### src/rtl/olte_pkg.sv
package olte_pkg;
  localparam int unsigned FuncW  = 4;
  localparam int unsigned PosW   = 7;
  localparam int unsigned ValueW = 32;
  localparam int unsigned StatW  = 2;
  localparam int unsigned DefCapacity = 64;

  localparam logic [FuncW-1:0] FnInsert    = 4'd0;
  localparam logic [FuncW-1:0] FnErase     = 4'd1;
  localparam logic [FuncW-1:0] FnFind      = 4'd2;
  localparam logic [FuncW-1:0] FnModify    = 4'd3;
  localparam logic [FuncW-1:0] FnClear     = 4'd4;
  localparam logic [FuncW-1:0] FnPushBack  = 4'd5;
  localparam logic [FuncW-1:0] FnPopBack   = 4'd6;
  localparam logic [FuncW-1:0] FnPushFront = 4'd7;
  localparam logic [FuncW-1:0] FnPopFront  = 4'd8;

  localparam logic [StatW-1:0] StOk    = 2'd0;
  localparam logic [StatW-1:0] StRange = 2'd1;
  localparam logic [StatW-1:0] StFull  = 2'd2;

  // Operation as seen by the back end after classification.
  typedef enum logic [2:0] {
    OpNone, OpInsert, OpErase, OpFind, OpModify, OpClear
  } op_e;
endpackage

### src/rtl/olte_front.sv
// Decodes a request into a canonical operation and pushes it into a
// two-entry queue. Position checks need the count, so they happen in the back.
module olte_front (
  input  logic                        clk_i,
  input  logic                        rst_ni,
  input  logic                        in_valid_i,
  output logic                        in_ready_o,
  input  logic [olte_pkg::FuncW-1:0]  func_i,
  input  logic [olte_pkg::PosW-1:0]   position_i,
  input  logic [olte_pkg::ValueW-1:0] value_i,
  output logic                        q_valid_o,
  input  logic                        q_ready_i,
  output olte_pkg::op_e               q_op_o,
  output logic [1:0]                  q_pmode_o,
  output logic [olte_pkg::PosW-1:0]   q_pos_o,
  output logic [olte_pkg::ValueW-1:0] q_value_o
);
  import olte_pkg::*;

  // pmode: 0 use position, 1 use zero, 2 use count, 3 use count minus one.
  logic [1:0]        vld_q;
  op_e               op_q    [2];
  logic [1:0]        pm_q    [2];
  logic [PosW-1:0]   pos_q   [2];
  logic [ValueW-1:0] val_q   [2];
  logic              wr_q, rd_q;
  op_e               dop;
  logic [1:0]        dpm;
  logic              push, pop;

  always_comb begin
    dop = OpNone;
    dpm = 2'd0;
    unique case (func_i)
      FnInsert:    dop = OpInsert;
      FnErase:     dop = OpErase;
      FnFind:      dop = OpFind;
      FnModify:    dop = OpModify;
      FnClear:     dop = OpClear;
      FnPushBack:  begin dop = OpInsert; dpm = 2'd2; end
      FnPopBack:   begin dop = OpErase;  dpm = 2'd3; end
      FnPushFront: begin dop = OpInsert; dpm = 2'd1; end
      FnPopFront:  begin dop = OpErase;  dpm = 2'd1; end
      default:     dop = OpNone;
    endcase
  end

  assign in_ready_o = ~vld_q[wr_q];
  assign push = in_valid_i & in_ready_o;
  assign q_valid_o = vld_q[rd_q];
  assign pop = q_valid_o & q_ready_i;
  assign q_op_o = op_q[rd_q];
  assign q_pmode_o = pm_q[rd_q];
  assign q_pos_o = pos_q[rd_q];
  assign q_value_o = val_q[rd_q];

  always_ff @(posedge clk_i or negedge rst_ni) begin
    if (!rst_ni) begin
      vld_q <= '0;
      wr_q <= 1'b0;
      rd_q <= 1'b0;
    end else begin
      if (push) begin
        vld_q[wr_q] <= 1'b1;
        wr_q <= ~wr_q;
      end
      if (pop) begin
        vld_q[rd_q] <= 1'b0;
        rd_q <= ~rd_q;
      end
    end
  end

  always_ff @(posedge clk_i) begin
    if (push) begin
      op_q[wr_q]  <= dop;
      pm_q[wr_q]  <= dpm;
      pos_q[wr_q] <= position_i;
      val_q[wr_q] <= value_i;
    end
  end
endmodule

### config.mk
export PLATFORM = sky130hd
export DESIGN_NAME = olte_front
export DESIGN_NICKNAME = d
export VERILOG_FILES = /design/src/rtl/olte_pkg.sv /design/src/rtl/olte_front.sv
export SDC_FILE = /design/constraint.sdc
export NUM_CORES = 1
export LEC_CHECK = 0
export CAP_MARGIN = 10
export CORE_ASPECT_RATIO = 0.5
export CORE_UTILIZATION = 35
export DETAILED_ROUTE_END_ITERATION = 10
export DONT_BUFFER_PORTS = 1
export HOLD_SLACK_MARGIN = 0.06
export SLEW_MARGIN = 10
export SYNTH_ARGS = -nofsm -noshare
export SYNTH_HDL_FRONTEND = slang
export SYNTH_SLANG_ARGS = --single-unit
### constraint.sdc
create_clock -name clk_i -period 5.7 [get_ports clk_i]
set_input_delay 0.57 -clock clk_i [delete_from_list [all_inputs] [get_ports clk_i]]
set_output_delay 0.57 -clock clk_i [all_outputs]
set_load 0.01 [all_outputs]
; ---- Word level (Yosys, flattened, before mapping)
; Memories as Yosys holds them, arrays and structs flattened.
; Cells that the tools add are included.
; Widths: inputs -> output; s select.
[word_totals]
regBits = 4
ramBits = 88
inputBits = 47
output_inout_bits = 46
elab_cells = 47
n_memories = 4
[op_classes]
n_lt_le_gt_ge = 4
n_eq_ne = 8
muxes = 14
n_bitwise = 8
reduce_logical = 6
[memory_table]
columns = memory, depth, word_bits, rd, rd_ports_with_merged_regs, write_ports, line_no
row1 = val_q, 2, 32, 1, 0, 1, olte_front.sv:25  ; logic [ValueW-1:0] val_q [2];
row2 = pos_q, 2, 7, 1, 0, 1, olte_front.sv:24  ; logic [PosW-1:0] pos_q [2];
row3 = op_q, 2, 3, 1, 0, 1, olte_front.sv:22  ; op_e op_q [2];
row4 = pm_q, 2, 2, 1, 0, 1, olte_front.sv:23  ; logic [1:0] pm_q [2];
[ops]
columns = cell, count
row1 = $eq 4x3->1 const B, 4
row2 = $pmux 3 s5, 1
row3 = $eq 4x2->1 const B, 2
row4 = $mux 1, 8
row5 = $pmux 2 s3, 1
row6 = $reduce_or 3->1, 2
row7 = $eq 4x1->1 const B, 1
row8 = $eq 4x4->1 const B, 1
row9 = $logic_not 4->1, 1
row10 = $lt 1x2->1 const B, 2
row11 = $mux 2, 2
row12 = $not 1->1, 3
row13 = $and 1x1->1, 2
row14 = $and 2x2->2, 1
row15 = $demux 1 s1, 2
row16 = $ge 1x1->1 const B, 2
row17 = $logic_and 1x1->1, 2
row18 = $not 2->2, 1
row19 = $or 2x2->2, 1
row20 = $reduce_or 2->1, 1

; ---- Logic depth before layout (Yosys ltp)
[logic_depth]
depth_word = 8
depth_mapped = 4
depth_no_buf = 2

; ---- Worst setup path after synthesis
; Ideal clock, no wire load.
[synth_path]
path_kind = input port to flip-flop
start = in in_valid_i
end = mem op_q[0][0] (netlist name) (enable)
setup_time_ns = 0.514
arrival_time_ns = 3.896
required_time_ns = 5.186
setup_slack_ns = 1.290
path_stages = 1
path_buffers = 0
path_cell_list = nor3b_1
[synth_via]
elab_chain_len = 3
[synth_rtl]
columns = item, line_no
row1 = start: declaration, olte_front.sv:6  ; input logic in_valid_i,
row2 = $and 1x1->1, olte_front.sv:49  ; assign push = in_valid_i & in_ready_o;
row3 = $mux 1, olte_front.sv:75  ; if (push) begin
row4 = $mux 1 (not written as such), olte_front.sv:76  ; op_q[wr_q] <= dop;
row5 = end: declaration, olte_front.sv:22
; No other way between the ends.

; ---- Final worst setup path
[layout_path]
start = reg rd_q
end = out q_value_o[3] (netlist name)
[layout_via]
elab_chain_len = 1
[layout_rtl]
columns = item, line_no
row1 = start: declaration, olte_front.sv:26  ; logic wr_q, rd_q;
row2 = start signal: assignment, olte_front.sv:69  ; rd_q <= ~rd_q;
row3 = $mem_v2 2x32, n/a
row4 = end: declaration, olte_front.sv:16  ; output logic [olte_pkg::ValueW-1:0] q_value_o
; No other way between the ends.

==> results.json <==
{
  "worst_path_max_delay_cell": "dfrtp_2",
  "reg2reg_from": "wr_q$_DFFE_PN0N_",
  "fillers": 853,
  "rows": 25,
  "regArea_sq_um": 2740,
  "ioPinCount": 93,
  "area.growth.synth_to_final_pct": 12.3,
  "synth_seq_cells": 92,
  "outcome": "finished clean",
  "drc": 0,
  "antenna_cells": 0,
  "hold_viol_final": 0,
  "yosys_warnings": 0,
  "coreArea_sq_um": 9570,
  "worstPathCellList": "mux2_2",
  "vias_per_cell": 4.73,
  "netlist-cell-type-count": 24,
  "dp_slack_ns": 3.49,
  "cts.sinks": 92,
  "finalSetupTns_ns": 0,
  "wirelength_um": 5490,
  "grt_usage": 0.111,
  "finalWorstSetupSlack_ns": 3.20,
  "finalNonFillerCells": 317,
  "io_buffers": 0,
  "grt_first_pass_wirelength_um": 8050,
  "final_area_sq_um": 3930,
  "dr.pass1.iters": 7,
  "worstReg2RegEnd": "pm_q[1][1]$_DFFE_PP_",
  "post_cts_buffers": 0,
  "clk_pin_slew_ns": 0.06,
  "drv_slew": 0,
  "power.total_mw": 1.91,
  "synth_edf_count": 88,
  "grt_pass1_vias": 1537,
  "cp_slowest_stage_delay_ns": 1.12,
  "worst_setup_path_end_kind": "primary output",
  "post_drt_wl_per_cell_um": 17.3,
  "root_buffer": "clkbuf_16",
  "grt_max_degree": 50,
  "crit_path_max_fanout": 49,
  "critPathKind": "register to primary output",
  "yosysMostFrequentCell": "edfxtp_1",
  "gp_congestion": 0.613,
  "grt_remaining_overflow": 0,
  "ctsHoldBuffers": 1,
  "die-area_sq_um": 10400,
  "period_share": 0.439,
  "ys.flop_type": "edfxtp_1",
  "cts_tree": "yes",
  "clk_path_buf_depth": 2,
  "nNetsFinal": 224,
  "synthTopCellsByCount": "edfxtp_1, mux2_2, mux2_4",
  "die_h_um": 72.7,
  "hpwl_um": 3610,
  "yosys-top-cells-area": "edfxtp_1, mux2_2, mux2_4",
  "multiInputGateArea_sq_um": 713,
  "fin_skew_ns": 0.00360,
  "antenna_left": 0,
  "period_minus_slack_ns": 2.50,
  "yosysTopAreaCell": "edfxtp_1",
  "cp-endpoint": "q_value_o[3]",
  "cp.depth": 1,
  "antenna_found_initial": 0,
  "insertion_delay_ns": 0.33,
  "drive_gt1_frac": 0.374,
  "rsz0062_at_grt": "false",
  "place_inst": 300,
  "cap_violations": 0,
  "leakage_nw": 1.30,
  "seq_area_frac_synth": 0.785,
  "clock.fmax_ghz": 0.400,
  "drt_iter0_drc": 75,
  "critPathRequiredTime_ns": 5.13,
  "cp_num_buf_inv": 0,
  "arrival_ns": 1.93,
  "cts_resized": 0,
  "startpoint": "rd_q$_DFFE_PN0P_",
  "cts_max_level": 3,
  "relSlewSlack": 0.245,
  "syn_area_sq_um": 3500,
  "tightestPinTransition_ns": 1.13,
  "initial_utilization": 0.365,
  "synth_top_area_frac": 0.756,
  "synth.avg_cell_area_sq_um": 20.8,
  "ir_worst_vdd_v": 0.000173,
  "fp.dieW_um": 143,
  "worstHoldPathType": "primary input to register",
  "placedInstanceArea_sq_um": 3660,
  "syn_inst": 168,
  "powerDensity_nw_per_um2": 487,
  "cts_buffers": 9,
  "synth_fp_nets": 215,
  "critPathLaunchType": "register",
  "vias": 1499,
  "rrSetupSlack_ns": 3.87,
  "cp_top_family": "flip-flops",
  "async_flop_share": 0.0435,
  "rr_worst_depth": 3,
  "setup_viol_count_final": 0
}
[flip-flops by register name, indices dropped and copies added, names as in the netlist]
name,cells
val_q,64
pos_q,14
op_q,6
pm_q,4
vld_q,2
rd_q,1
wr_q,1
[logic make-up (layout without fill, tap and decap cells)]
family / count (synthesis) / after routing / synth area share
xor gates and xnor gates: 1 / 1 / 0.00251
muxes: 46 / 46 / 0.155
buffers and inverters: 8 / 22 / 0.0150
AOI/OAI and AO/OA: 10 / 10 / 0.0208
DFF: 92 / 92 / 0.785
and+or+nand+nor: 11 / 11 / 0.0218
[per-stage QoR]
step,utilization,hold slack (ns)
6_report,0.410,0.331
5_1_grt,0.410,0.306
4_1_cts,0.410,0.311
3_5_place_dp,0.382,0.275
3_3_place_gp,0.382,0.275
2_1_floorplan,-,0.274
[cells in the final DEF (no fill, tap or decap), types with 2 or more instances in the layout]
| master | instances |
|---|---|
| edfxtp_1 | 88 |
| mux2_2 | 38 |
| clkbuf_16 | 9 |
| mux2_4 | 7 |
| clkinv_2 | 4 |
| a21oi_1 | 3 |
| buf_4 | 3 |
| dfrtp_1 | 3 |
| nand3b_1 | 2 |
| nand2b_1 | 2 |
| a21o_1 | 2 |
| inv_1 | 2 |
| nor4b_1 | 2 |
| a31oi_1 | 2 |
| clkbuf_1 | 2 |
[how the worst min path moves through the flow]
stage,from,end,slack [ns],depth (start not counted)
final,value_i[18],val_q[0][18]$_DFFE_PP_,0.33,0
after global placement,rst_ni,rd_q$_DFFE_PN0P_,0.27,0
after global routing,position_i[5],pos_q[0][5]$_DFFE_PP_,0.31,0
after CTS,value_i[18],val_q[0][18]$_DFFE_PP_,0.31,0
after floorplan,rst_ni,rd_q$_DFFE_PN0P_,0.27,0
after detailed placement,rst_ni,rd_q$_DFFE_PN0P_,0.27,0
[layout make-up]
cell class | count | area share
Sequential cell | 92 | 0.699
Multi-Input combinational cell | 68 | 0.182
Clock buffer | 11 | 0.0593
Tap cell | 135 | 0.0430
Timing Repair Buffer | 4 | 0.00828
Clock inverter | 5 | 0.00733
Inverter | 2 | 0.00191
[power by group]
part           total [mW]  switching [mW]  internal, mW  leakage [nW]
clock               0.516           0.223         0.293         0.133
sequential          0.995           0.108         0.887         0.856
combinational       0.402           0.207         0.194         0.313
[layer usage]
layer | track usage | share of wire
met3 | 0.0512 | 0.053
met2 | 0.204 | 0.58
met1 | 0.109 | 0.36
met5 | 0 | 0
met4 | 0.0496 | 0.010
Note: power is estimated with default switching activity, not from simulation.
